## config.mk

```make
export PLATFORM = sky130hd
export DESIGN_NAME = ppm_frame_decoder
export DESIGN_NICKNAME = d
export VERILOG_FILES = /design/src/rtl/ppmd_pkg.sv /design/src/rtl/ppmd_front.sv /design/src/rtl/ppmd_back.sv /design/src/rtl/ppm_frame_decoder.sv
export SDC_FILE = /design/constraint.sdc
export NUM_CORES = 1
export LEC_CHECK = 0
export BUFFER_PORTS_ARGS = -buffer_cell sky130_fd_sc_hd__buf_2
export CAP_MARGIN = 20
export CELL_PAD_IN_SITES_DETAIL_PLACEMENT = 1
export CELL_PAD_IN_SITES_GLOBAL_PLACEMENT = 1
export CORE_UTILIZATION = 23
export DETAILED_ROUTE_END_ITERATION = 8
export PLACE_DENSITY = 0.49
export SLEW_MARGIN = 20
export SYNTH_ARGS = -nofsm -noshare
export SYNTH_HDL_FRONTEND = slang
export SYNTH_SLANG_ARGS = --single-unit
```

## constraint.sdc

```tcl
create_clock -name i_clk -period 16.5 [get_ports i_clk]
set_input_delay 2.475 -clock i_clk [delete_from_list [all_inputs] [get_ports i_clk]]
set_output_delay 2.475 -clock i_clk [all_outputs]
set_load 0.05 [all_outputs]
```

## src/rtl/ppmd_pkg.sv

```systemverilog
package ppmd_pkg;
    localparam int NUM_CH = 8;
    localparam int CH_W = 3;
    localparam int OVF_LIMIT = 10;

    typedef enum logic [2:0] {
        CMD_CAPTURE  = 3'd0,
        CMD_OVERFLOW = 3'd1,
        CMD_READ     = 3'd2,
        CMD_MASK_NF  = 3'd3,
        CMD_MASK_LG  = 3'd4,
        CMD_CALIB    = 3'd5
    } t_cmd;

    localparam logic REG_TICKS = 1'b0;

    typedef struct packed {
        logic [2:0]  cmd;
        logic [15:0] timestamp;
        logic [2:0]  channel;
        logic [7:0]  flag_mask;
        logic [7:0]  calib_frames;
    } t_word;

    typedef enum logic [2:0] {
        ST_IDLE,
        ST_EXEC,
        ST_SUM,
        ST_DIV,
        ST_OUT
    } t_state;
endpackage

```

## src/rtl/ppmd_front.sv

```systemverilog
module ppmd_front
    import ppmd_pkg::*;
(
    input  logic        i_clk,
    input  logic        i_rst_n,
    input  logic        i_valid,
    output logic        o_ready,
    input  logic [37:0] i_data,
    output logic        o_q_valid,
    input  logic        i_q_pop,
    output t_word       o_q_word
);
    t_word r_q [2];
    logic  r_wp, r_rp;
    logic [1:0] r_cnt;
    logic push;
    t_word w;

    always_comb begin
        w.cmd          = i_data[2:0];
        w.timestamp    = i_data[18:3];
        w.channel      = i_data[21:19];
        w.flag_mask    = i_data[29:22];
        w.calib_frames = i_data[37:30];
    end

    assign o_ready   = (r_cnt != 2'd2);
    assign push      = i_valid && o_ready;
    assign o_q_valid = (r_cnt != 2'd0);
    assign o_q_word  = r_q[r_rp];

    always_ff @(posedge i_clk) begin
        if (push) r_q[r_wp] <= w;
        if (!i_rst_n) begin
            r_wp <= 1'b0; r_rp <= 1'b0; r_cnt <= 2'd0;
        end else begin
            if (push) r_wp <= ~r_wp;
            if (i_q_pop) r_rp <= ~r_rp;
            r_cnt <= r_cnt + {1'b0, push} - {1'b0, i_q_pop};
        end
    end
endmodule

```

## src/rtl/ppmd_back.sv

```systemverilog
module ppmd_back
    import ppmd_pkg::*;
(
    input  logic        i_clk,
    input  logic        i_rst_n,
    input  logic        i_cfg_valid,
    input  logic        i_cfg_index,
    input  logic        i_cfg_hit,
    input  logic [15:0] i_cfg_data,
    input  logic        i_q_valid,
    output logic        o_q_pop,
    input  t_word       i_q_word,
    output logic        o_valid,
    input  logic        i_ready,
    output logic [23:0] o_data
);
    t_state r_st, n_st;
    logic [15:0] r_ticks;
    logic [15:0] r_w [NUM_CH];
    logic [15:0] r_off [NUM_CH];
    logic [23:0] r_sum [NUM_CH];
    logic [3:0]  r_cc, r_hs, r_ovf;
    logic [15:0] r_last;
    logic        r_nf;
    logic [1:0]  r_lg;
    logic [7:0]  r_fl, r_tot;
    logic [15:0] r_wv;
    logic [CH_W-1:0] r_j;
    logic [23:0] r_rem;
    logic [23:0] r_quo;
    logic [4:0]  r_bit;

    logic [35:0] gap;
    logic [19:0] dt;
    logic [3:0]  ovf_adj;
    logic        is_sync, frame_done;
    logic [3:0]  cc_inc;
    logic [24:0] trial;

    always_comb begin
        dt = {4'd0, i_q_word.timestamp} + 20'h10000 - {4'd0, r_last};
        ovf_adj = r_ovf;
        if (i_q_word.timestamp < r_last && r_ovf != 4'd0) ovf_adj = r_ovf - 4'd1;
        gap = {20'd0, dt[15:0]} + {16'd0, ovf_adj, 16'd0};
        is_sync = gap > ({20'd0, r_ticks} * 36'd6);
        cc_inc = (r_cc < 4'd15) ? r_cc + 4'd1 : r_cc;
        frame_done = !is_sync && cc_inc >= 4'd4 && r_lg != 2'd0 && cc_inc == r_hs;
        trial = {r_rem[23:0], r_sum[r_j][5'd23 - r_bit]} - {17'd0, r_tot};
    end

    always_comb begin
        n_st = r_st;
        case (r_st)
            ST_IDLE: if (i_q_valid) n_st = ST_EXEC;
            ST_EXEC: n_st = (i_q_word.cmd == CMD_CAPTURE && frame_done && r_fl != 8'd0)
                            ? ST_SUM : ST_OUT;
            ST_SUM:  if (r_j == CH_W'(NUM_CH - 1))
                         n_st = (r_fl == 8'd1) ? ST_DIV : ST_OUT;
            ST_DIV:  if (r_bit == 5'd23 && r_j == CH_W'(NUM_CH - 1)) n_st = ST_OUT;
            ST_OUT:  if (i_ready) n_st = ST_IDLE;
            default: n_st = ST_IDLE;
        endcase
    end

    always_comb begin
        o_q_pop = (r_st == ST_OUT) && i_ready;
        o_valid = (r_st == ST_OUT);
        o_data  = {(r_fl != 8'd0), r_hs, r_lg, r_nf, r_wv};
    end

    // default highest channel only matters at reset, which restores it to 8
    always_ff @(posedge i_clk) begin
        if (!i_rst_n) begin
            r_st <= ST_IDLE;
            r_ticks <= 16'd1000;
            for (int k = 0; k < NUM_CH; k++) begin
                r_w[k] <= 16'd3000;
                r_off[k] <= 16'd0; r_sum[k] <= 24'd0;
            end
            r_hs <= 4'd8;
            r_cc <= 4'd0; r_ovf <= 4'd0; r_last <= 16'd0;
            r_nf <= 1'b0; r_lg <= 2'd0; r_fl <= 8'd0; r_tot <= 8'd0;
            r_j <= '0; r_bit <= 5'd0;
        end else begin
            r_st <= n_st;
            if (i_cfg_valid && i_cfg_hit && i_cfg_index == REG_TICKS)
                r_ticks <= i_cfg_data;
            if (r_st == ST_EXEC) begin
                r_wv <= 16'd0;
                r_j <= '0;
                case (i_q_word.cmd)
                    CMD_CAPTURE: begin
                        r_ovf <= 4'd0;
                        r_last <= i_q_word.timestamp;
                        if (is_sync) begin
                            r_hs <= r_cc; r_cc <= 4'd0;
                            if (r_lg == 2'd0) r_lg <= 2'd1;
                        end else begin
                            if (r_cc < 4'(NUM_CH)) r_w[r_cc[CH_W-1:0]] <= gap[15:0];
                            r_cc <= cc_inc;
                            if (cc_inc >= 4'd4 && r_lg != 2'd0) begin
                                r_lg <= 2'd2;
                                if (cc_inc == r_hs) r_nf <= 1'b1;
                            end
                        end
                    end
                    CMD_OVERFLOW: begin
                        if (r_ovf >= 4'(OVF_LIMIT)) begin
                            r_ovf <= 4'(OVF_LIMIT); r_lg <= 2'd0;
                        end else r_ovf <= r_ovf + 4'd1;
                    end
                    CMD_READ: r_wv <= r_w[i_q_word.channel] - r_off[i_q_word.channel];
                    CMD_MASK_NF: r_nf <= r_nf & i_q_word.flag_mask[0];
                    CMD_MASK_LG: r_lg <= r_lg & i_q_word.flag_mask[1:0];
                    CMD_CALIB: begin
                        for (int k = 0; k < NUM_CH; k++) begin
                            r_off[k] <= 16'd0; r_sum[k] <= 24'd0;
                        end
                        r_fl <= i_q_word.calib_frames;
                        r_tot <= i_q_word.calib_frames;
                        if (i_q_word.calib_frames != 8'd0) r_nf <= 1'b0;
                    end
                    default: ;
                endcase
            end
            if (r_st == ST_SUM) begin
                r_sum[r_j] <= r_sum[r_j] + {8'd0, r_w[r_j]} - {8'd0, r_off[r_j]};
                if (r_j == CH_W'(NUM_CH - 1)) begin
                    r_j <= '0;
                    r_bit <= 5'd0; r_rem <= 24'd0; r_quo <= 24'd0;
                    if (r_fl == 8'd1) r_fl <= 8'd0;
                    else begin r_fl <= r_fl - 8'd1; r_nf <= 1'b0; end
                    if (r_fl == 8'd1 && r_tot == 8'd0) r_fl <= 8'd0;
                end else r_j <= r_j + 1'b1;
            end
            if (r_st == ST_DIV) begin
                if (!trial[24]) begin
                    r_rem <= trial[23:0];
                    r_quo <= {r_quo[22:0], 1'b1};
                end else begin
                    r_rem <= {r_rem[22:0], r_sum[r_j][5'd23 - r_bit]};
                    r_quo <= {r_quo[22:0], 1'b0};
                end
                if (r_bit == 5'd23) begin
                    r_off[r_j] <= trial[24] ? {r_quo[14:0], 1'b0} : {r_quo[14:0], 1'b1};
                    r_bit <= 5'd0; r_rem <= 24'd0; r_quo <= 24'd0;
                    r_j <= r_j + 1'b1;
                end else r_bit <= r_bit + 5'd1;
            end
        end
    end
endmodule

```

## src/rtl/ppm_frame_decoder.sv

```systemverilog
// PPM frame decoder.
// Slave stream carries command words: capture edge, timer overflow, width
// read, flag masks and calibration start. Every word yields one status word
// on the master stream: width value (reads only), new-frame, link-good,
// highest channel and calibrating.
// A two-entry queue parts the input side from the execute unit, so words are
// taken while a status word waits on the master side.
// A capture that completes a calibration frame also adds the channel sums;
// the last such frame also runs the bit-serial divider (24 steps per channel,
// 8 channels).
// Reset restores register defaults and loads the width, offset and sum
// tables. A config write changes only the timing register; the tables and
// the highest channel keep their values. A stalled master side holds the
// status word and the queue fills; tready falls when it is full.
module ppm_frame_decoder
    import ppmd_pkg::*;
(
    input  logic        i_clk,
    input  logic        i_rst_n,
    input  logic        s_axis_tvalid,
    output logic        s_axis_tready,
    // cmd[2:0] timestamp[18:3] channel[21:19] flag_mask[29:22] calib_frames[37:30]
    input  logic [39:0] s_axis_tdata,
    output logic        m_axis_tvalid,
    input  logic        m_axis_tready,
    // width_value[15:0] new_frame[16] link_good[18:17] highest_channel[22:19]
    // calibrating[23]
    output logic [23:0] m_axis_tdata,
    input  logic        i_cfg_valid,
    output logic        o_cfg_ready,
    input  logic [7:0]  i_cfg_index,
    input  logic [15:0] i_cfg_data
);
    logic  q_valid, q_pop;
    t_word q_word;

    assign o_cfg_ready = 1'b1;

    ppmd_front u_front (
        .i_clk(i_clk), .i_rst_n(i_rst_n),
        .i_valid(s_axis_tvalid), .o_ready(s_axis_tready),
        .i_data(s_axis_tdata[37:0]),
        .o_q_valid(q_valid), .i_q_pop(q_pop), .o_q_word(q_word)
    );

    ppmd_back u_back (
        .i_clk(i_clk), .i_rst_n(i_rst_n),
        .i_cfg_valid(i_cfg_valid), .i_cfg_index(i_cfg_index[0]),
        .i_cfg_hit(i_cfg_index[7:1] == 7'd0), .i_cfg_data(i_cfg_data),
        .i_q_valid(q_valid), .o_q_pop(q_pop), .i_q_word(q_word),
        .o_valid(m_axis_tvalid), .i_ready(m_axis_tready), .o_data(m_axis_tdata)
    );
endmodule

```

# Word-level counts from Yosys, hierarchy flattened
# Memory sizes are Yosys's and may differ from the RTL's. A register that Yosys moved wholly into a read port is not among the register bits.
# Cells that the tools add are included.
# word_totals
output_inout_bits	27
ram_bits	524
wordCells	230
register_bits	133
in_bits	69
memories	4
# classes
add_sub_neg	16
n_lt_le_gt_ge	7
eq_ne	21
n_mux	102
n_mul	1
n_bitwise	21
reduce_logical	40
# mem_list
name	depth	width	rd	rd_ports_with_merged_regs	wr	line	rtl
u_back.r_sum	8	24	1	1	8	ppmd_back.sv:21	logic [23:0] r_sum [NUM_CH];
u_back.r_off	8	16	2	1	8	ppmd_back.sv:20	logic [15:0] r_off [NUM_CH];
u_back.r_w	8	16	2	1	8	ppmd_back.sv:19	logic [15:0] r_w [NUM_CH];
u_front.r_q	2	38	1	1	1	ppmd_front.sv:13	t_word r_q [2];
# ops
operator	n
$mux 24	14
$mux 16	10
$mux 3	17
$mux 8	6
$gt 36x19->1	1
$mux 1	36
$reduce_or 16->1	2
$sub 16x16->16	2
$mux 15	2
$sub 25x8->25	1
$add 24x16->24	1
$reduce_or 24->1	1
$sub 24x16->24	1
$add 16x20->21	1
$mux 5	4
$mul 16x2->18 const B	1
$add 16x1->16 const B	1
$lt 16x16->1	1
$mux 4	4
$or 1x1->1	16
$reduce_bool 8->1	2
$pmux 3 s5	1
$logic_and 1x1->1	13
$eq 3x2->1 const B	4
other kinds (41)	66

# Depth between registers and ports, before layout
# Gate-level depths: netlist of the first run.
# logic_depth
depth_word	13
depth_mapped	28
depth_no_buf	24

# Hierarchy
# A second synthesis of the first run with hierarchy kept.
# unflattened
cells_unflattened	2967
area_unflattened_um2	34540.6
# modules_own_cells
module	seq_area_each_um2	area_per_inst_um2	instances	cells_per_inst
ppmd_back	16585.9	31497.7	1	2817
ppmd_front	2382.3	3011.6	1	146
ppm_frame_decoder	0.0	31.3	1	4

# Worst setup path before layout of the first run
# OpenSTA, ideal clock, no wires.
# synth_timing
path_type	reg-to-reg
start	register (tool-made name)
end	memory u_back.r_w[5][0] (enable)
period_less_slack_ns	6.684
arrival_time_ns	6.313
setup_time_ns	0.372
required_time_ns	16.128
slack_ns	9.816
path_buffers	3
path_stages_with_launch	26
path_cell_list	dfxtp_1 buf_2 buf_1 buf_1 mux2_2 ha_1 nor2b_1 o21ai_0 a21boi_1 o211ai_1 a21oi_1 o31ai_1 o21ai_0 xnor2_1 inv_1 ha_1 a211oi_1 o21ai_1 a221oi_1 mux2_2 a21oi_1 a211oi_4 nand3_4 nor3b_2 nand2_2 nand2_1
# synth_rtl
element	line
to (decl)	ppmd_back.sv:19

==> results by group, run 1 <==
Timing
  – Worst Tran Pin Value: between 1 and 1.5 ns
  – Tcrit/Tclk final: 52.2%
  – WHS: 0.495 ns
  – RSZ-0062 raised after global routing: no
  – Post-Route Setup TNS: 0 ns
  – Final Skew: approximately 0.023 ns
  – Slew margin rel.: around 26%
  – Final slew viol count: 0
  – Final hold violations: 0
  – Setup slack after layout: ~7.9 ns
  – Final min period: 8.62 ns
  – Max frequency: roughly 120 MHz
  – Final setup fails: 0

Pwr
  – PD cells: 120 nW/um^2
  – Pwr Total: 4.73 mW
  – Pleak: roughly 15 nW
  – VDD IR max: between 0.00008 and 0.00009 V

Critical path
  – Element type at the critical path start: register
  – Arr. time, crit path: ~8.9 ns
  – R2R Path End: u_back.r_w[3][7]
  – Critical setup path kind: register to register
  – Critical Path End Type: register
  – Req. time, crit path: between 15 and 20 ns
  – CP Max Fanout: 21
  – Crit path largest cell delay: slightly below 1 ns
  – Worst setup endpoint: u_back.r_w[3][7]
  – Worst-path cell chain: buf_4 > mux2_2 > ha_1 > nor2b_1 > o21ai_0 > a21boi_1 > o211ai_1 > a21oi_1 > o31ai_1 > o21ai_0 > xnor2_1 > inv_1 > ha_1 > a211oi_1 > o21ai_1 > a221oi_1 > mux2_2 > a21oi_1 > a211oi_4 > nand3_4 > nor3_2 > nand2_1 > nand2_1
  – Slowest stage cell, crit path: nand2_1
  – Cells on worst reg2reg path: 23
  – R2r setup slk: 7.88 ns

Logic synthesis
  – Post-Synthesis Cells: 2,843
  – Yosys top cell area share: about half
  – Ys Warns: 0
  – Async S/R FF share, synth: 0%
  – Primary FF master, synth: edfxtp_1
  – Post-Syn Nets: 3,042
  – Post-synthesis cell area: 33,900 um^2
  – Synth Register Bits: between 600 and 700
  – Synth area leader: edfxtp_1
  – Most frequent cell after synthesis: edfxtp_1
  – Synth top area cells: edfxtp_1, mux4_2, dfxtp_1
  – Post-synth top cells: edfxtp_1, nor2_1, nand2_1
  – Avg Cell Area, Syn: between 10 and 15 um^2
  – EDFF count, synth: roughly 570
  – Register area share after synthesis: between 50% and 60%
  – Synth cell types: 95

Cells and area
  – Synth-to-Final Area Change: 16.5%
  – Fin area: between 30,000 and 40,000 um^2
  – Fraction of layout cells with a size suffix above 1: between 10% and 20%
  – Fillers: roughly 16k
  – Finished Core Util: 27.0%
  – Final non-filler cell total: 4,897
  – N_diodes: 0
  – Fin nets: a little over 3k

Placed design
  – Inst Count DP: between 4k and 5k
  – IO Port Bufs: 86
  – Final Wtd Congestion: just under 0.8
  – Dpl cell area: roughly 37,000 um^2
  – Post-detail-place hpwl: roughly 72 mm
  – Dpl ws: 7.64 ns

Clock network
  – # H-tree levels: 3
  – Post-CTS setup buffers: 0
  – CTS tree: yes
  – Root Buffer: clkbuf_16
  – Worst-Skew Late Latency: roughly 0.66 ns
  – Longest Clk Path Bufs: 3
  – Clock transition at path regs: 0.06 ns
  – Cts bufs inserted: just over 80
  – Clock sinks: ~650
  – Post-cts hold buffer count: 0
  – Post-cts resize count: 0

Global route
  – First-pass GRT wire length: between 150 and 200 mm
  – Initial antenna violation count: 3
  – Gr usage total: about 15%
  – Vias in the first global route: 24.7k
  – Total gr overflow: 0
  – Largest net degree at the start of global routing: between 100 and 150

Detailed routing
  – Mean routed wirelength per cell: about 23 um
  – Total wire length: ~110 mm
  – Iteration count of the initial detailed-routing pass: 7
  – DRC errors left: 0
  – ANT nets after route: 0
  – DR vias: approximately 23k
  – Vias per cell: between 4 and 5
  – DRT iter0 DRCs: 1,393

Hold path
  – HP Class: register to register

Die
  – Die height: between 300 and 400 um
  – Core Box Area: 146,000 um^2
  – Initial Util: 23.2%
  – Rows: between 100 and 150
  – Die ar.: approximately 150,000 um^2
  – IO Pins: 96
  – Die width: a little under 400 um

Flow run
  – Maxcap violations: 0

Run status
  – Outcome: complete, no violations
==> critical path: cells and delay by family (launching register included) <==
family          cells  cell delay, ns
compound gates     11            2.90
simple gates        5            1.97
xor+xnor            1            0.72
flops               1            0.71
mux                 2            0.66
fa+ha+maj           2            0.62
buf+inv             2            0.56
==> flip-flops by register name (all words and copies together) (netlist names), 15 cells and up, named ones only <==
| signal | cells |
|---|---|
| u_back.r_w | 128 |
| u_back.r_last | 16 |
| u_front.r_q | 64 |
| u_back.r_quo | 15 |
| u_back.r_off | 128 |
| u_back.r_wv | 16 |
| u_back.r_sum | 192 |
| u_back.r_rem | 24 |
| u_back.r_ticks | 16 |
==> worst min-delay path by stage <==
stage | startpoint | endpoint | slack, ns | cells past startpoint
final | u_back.r_nf | u_back.r_nf | 0.49 | 2
after floorplan | u_back.r_nf | u_back.r_nf | 0.43 | 2
after CTS | u_back.r_tot[2] | u_back.r_tot[2] | 0.50 | 1
after global routing | u_back.r_tot[2] | u_back.r_tot[2] | 0.52 | 1
after global placement | u_back.r_tot[2] | u_back.r_tot[2] | 0.48 | 1
after detailed placement | u_back.r_tot[2] | u_back.r_tot[2] | 0.49 | 1
==> per-layer routing <==
metal  wire length (um)  global-route usage (%)  share of wire, %  vias to the layer above
met4               1720                    3.37               1.5                        0
met5                  0                       0                 0                        -
li1                   -                       -                 -                    10800
met2              54400                    25.9                48                      432
met3               3960                    1.95               3.5                      111
met1              53500                    20.6                47                    12100
==> layout make-up <==
class / instances / area, um^2 / share of cell area, %
Timing Repair Buffer: 144 / 878 / 2.23
Sequential cell: 646 / 18600 / 47.2
Clock buffer: 114 / 2370 / 6.00
Tap cell: 1917 / 2400 / 6.08
Multi-Input combinational cell: 1910 / 14300 / 36.2
Clock inverter: 38 / 437 / 1.11
Inverter: 128 / 480 / 1.22
==> cell families after synthesis <==
kind of cell	share of synthesized area [%]
other cells	0.0111
simple gates	14.8
buf+inv	3.31
mux	10.0
xor+xnor	2.17
flops	55.0
fa+ha+maj	5.25
compound gates	9.45
==> power by group <==
group | leakage [nW] | internal [mW] | switching [mW] | total (mW)
clock | 1.35 | 1.14 | 0.735 | 1.88
combinational | 7.03 | 0.312 | 0.623 | 0.935
sequential | 6.18 | 1.88 | 0.0412 | 1.92
total | 14.6 | 3.33 | 1.40 | 4.73
==> cells in the final DEF (no fill, tap or decap), drive strengths merged, types with 8 or more instances in the layout <==
cell / instances
a31oi: 8
mux2i: 86
and2: 17
nor4: 9
clkbuf: 114
o211a: 9
inv: 129
and3: 155
nand2b: 23
or3: 10
nand2: 201
nor2b: 57
a211oi: 8
nand3: 38
buf: 144
mux4: 85
a21oi: 72
nor2: 378
ha: 110
a221o: 9
clkinv: 21
edfxtp: 567
dfxtp: 79
xor2: 36
xnor2: 48
nor3: 56
a22oi: 132
o21a: 9
bufinv: 9
and4: 16
a21o: 27
o22ai: 8
a21boi: 8
nand4: 32
fa: 20
a221oi: 25
o211ai: 12
o21ai: 66
mux2: 55
(Power assumes the default switching activity.)
==> run 2: changes to the inputs <==
ABC_AREA = 1   (was default)
PLACE_DENSITY = 0.51   (was 0.49)
clock period = 8.5 ns   (was 16.5 ns; I/O delays follow)
==> run 2 against run 1 <==
Effect of this change: global-route usage up 1.7 points; utilization down 0.069 points; clock-buffer cell count down 15; synthesized cell count up 32%; non-clock buffer count up 10; worst setup slack worse by 6.1 ns; first-iteration DRC count up 38%; register-to-register slack worse by 6.1 ns; critical path type unchanged; largest power group unchanged.
==> results by group, run 2 <==
Run status
  – Outcome: complete, no violations

Timing
  – WHS: about 0.46 ns
  – RSZ-0062 raised after global routing: no
  – Final setup fails: 0
  – Final min period: ~6.7 ns
  – Post-Route Setup TNS: 0 ns
  – Final hold violations: 0
  – Final slew viol count: 0
  – Worst Tran Pin Value: roughly 1.1 ns
  – Max frequency: about 150 MHz
  – Final Skew: between 0.03 and 0.04 ns
  – Tcrit/Tclk final: 78.9%
  – Slew margin rel.: between 20% and 30%

Die
  – Die ar.: 150,000 um^2
  – Core Box Area: between 100,000 and 150,000 um^2
  – Rows: 140
  – IO Pins: 96
  – Die width: 387 um
  – Initial Util: between 20% and 30%
  – Die height: 387 um

Critical path
  – R2r setup slk: approximately 1.8 ns
  – Cells on worst reg2reg path: 30
  – Arr. time, crit path: about 7.1 ns
  – Critical Path Most Common Cell: nand2_1
  – Crit path largest cell delay: 0.68 ns
  – Slowest stage cell, crit path: nand3_1
  – CP Max Fanout: 22
  – Largest delay share family, worst path: simple AND/OR/NAND/NOR gates
  – R2R Path End: u_back.r_quo[0]
  – Buffers & Inverters on Critical Path: 8
  – Critical Path End Type: register
  – R2r startpoint: u_back.r_j[0]
  – Req. time, crit path: 8.93 ns
  – Critical setup path kind: register to register
  – Element type at the critical path start: register

Logic synthesis
  – Avg Cell Area, Syn: between 9 and 10 um^2
  – Synth top area cells: edfxtp_1, nand2_1, nor2_1
  – Post-synthesis cell area: approximately 34,000 um^2
  – Yosys top cell area share: between 40% and 50%
  – Register area share after synthesis: a little over half
  – Synth area leader: edfxtp_1
  – Post-Synthesis Cells: between 3k and 4k
  – Post-Syn Nets: 3,949
  – Post-synth top cells: nand2_1, nor2_1, edfxtp_1
  – Synth cell types: 61
  – Ys Warns: 0
  – Async S/R FF share, synth: 0%
  – EDFF count, synth: roughly 570
  – Primary FF master, synth: edfxtp_1
  – Most frequent cell after synthesis: nand2_1
  – Synth Register Bits: 646

Cells and area
  – Max reg flops: about 190
  – Most frequent cells in the layout: nand2_1, nor2_1, edfxtp_1
  – Largest reg by FF count: u_back.r_sum
  – Final non-filler cell total: slightly below 6k
  – Fin nets: a little over 4k
  – Leading cell type in the layout, fill and taps excluded: nand2_1
  – Regs by FF count: u_back.r_sum (192), u_back.r_off (128), u_back.r_w (128)
  – Synth-to-Final Area Change: 15.8%
  – Fraction of layout cells with a size suffix above 1: ~8.7%
  – Fillers: 17.1k

Hold path
  – Hold path start: u_back.r_last[14]
  – Hold Path Depth: 2
  – HP Class: register to register
  – Hold Path Sink: u_back.r_last[14]

Clock network
  – Worst-Skew Late Latency: approximately 0.7 ns
  – # H-tree levels: 3
  – Post-cts resize count: 0
  – Post-cts hold buffer count: 0
  – CTS tree: yes
  – Clock transition at path regs: 0.06 ns
  – Clock sinks: approximately 650
  – Longest Clk Path Bufs: 3
  – Cts bufs inserted: 78
  – Post-CTS setup buffers: 0
  – Root Buffer: clkbuf_16

Global route
  – Largest net degree at the start of global routing: just over 70
  – Total gr overflow: 0
  – Vias in the first global route: about 28k
  – First-pass GRT wire length: 187 mm
  – Initial antenna violation count: 8
  – Gr usage total: between 10% and 20%

Flow run
  – Maxcap violations: 0

Detailed routing
  – ANT nets after route: 0
  – DRC errors left: 0
  – Iteration count of the initial detailed-routing pass: 5
  – Total wire length: between 100 and 150 mm
  – DRT iter0 DRCs: ~1.9k
  – Vias per cell: ~4.7
  – DR vias: around 27k
  – Mean routed wirelength per cell: between 20 and 25 um

Pwr
  – PD cells: ~240 nW/um^2
  – Pleak: approximately 15 nW
  – Pwr Total: just over 9 mW
  – VDD IR max: between 0.00015 and 0.0002 V

Placed design
  – Inst Count DP: 5,672
  – Final Wtd Congestion: a little over 0.8
  – IO Port Bufs: 86
  – Post-detail-place hpwl: 85.8 mm
run 2: changes by cell type after synthesis, moves of 144 or more:
cell,delta
o21ai_0,+208
and3_1,-146
inv_1,+271
nand2_1,+520
a21oi_1,+144
nor2_1,+274
run 2: worst max-delay path by stage:
stage | start | to | slack [ns] | cells after the start
after floorplan | register | u_back.r_w[0][0] | 3.11 | 30
after global placement | register | u_back.r_w[6][6] | 1.73 | 29
after detailed placement | register | u_back.r_w[6][6] | 1.66 | 27
after CTS | register | u_back.r_w[6][12] | 1.66 | 27
after global routing | register | u_back.r_w[6][12] | 1.15 | 27
final | u_back.r_j[0] | u_back.r_quo[0] | 1.79 | 30
run 2: final cells by class:
cell class | instances | area (um^2) | share of cell area, %
diodes | 2 | 5.00 | 0.0127
well taps | 1917 | 2400 | 6.07
multi-input cells | 2526 | 13300 | 33.7
inverters | 431 | 1620 | 4.10
clock buffers | 99 | 2090 | 5.30
flip-flops and latches | 646 | 18600 | 47.1
repair buffers | 154 | 976 | 2.47
clock inverters | 43 | 465 | 1.18
run 2: worst reg2reg max path: cells and delay by family (launching register included):
kind / cells / cell delay (ns)
fa+ha+maj: 2 / 0.68
buf+inv: 8 / 2.30
flops: 1 / 0.29
simple gates: 17 / 2.56
compound gates: 3 / 0.65
run 2: routing by layer:
metal	GRT usage (%)	vias to the layer above	share of wire, %
li1	-	12900	-
met1	22.6	13700	46
met2	27.2	623	45
met3	3.05	208	5.1
met4	6.22	10	3.6
met5	0	-	0.060
run 2: power breakdown:
part           internal, mW  switching, mW  leakage [nW]
Sequential             3.65         0.0683          6.18
Combinational         0.564           1.62          7.85
Clock                  2.02           1.41          1.25
run 2: per-stage QoR:
step                util [%]  setup slack, ns  cell area [um^2]
detailed placement      25.2             1.66             36900
global placement        25.2             1.73             36900
CTS                     26.9             1.66             39400
finish                  27.0             1.79             39500
global route            27.0             1.15             39500
floorplan                  -             3.11             34100
run 2: kinds of logic after synthesis:
group / Yosys count / share of synthesized area [%]
compound gates: 750 / 13.0
xor+xnor: 78 / 2.00
fa+ha+maj: 130 / 5.21
buf+inv: 578 / 6.52
flops: 646 / 54.6
mux: 5 / 0.147
other cells: 1 / 0.0110
simple gates: 1562 / 18.6
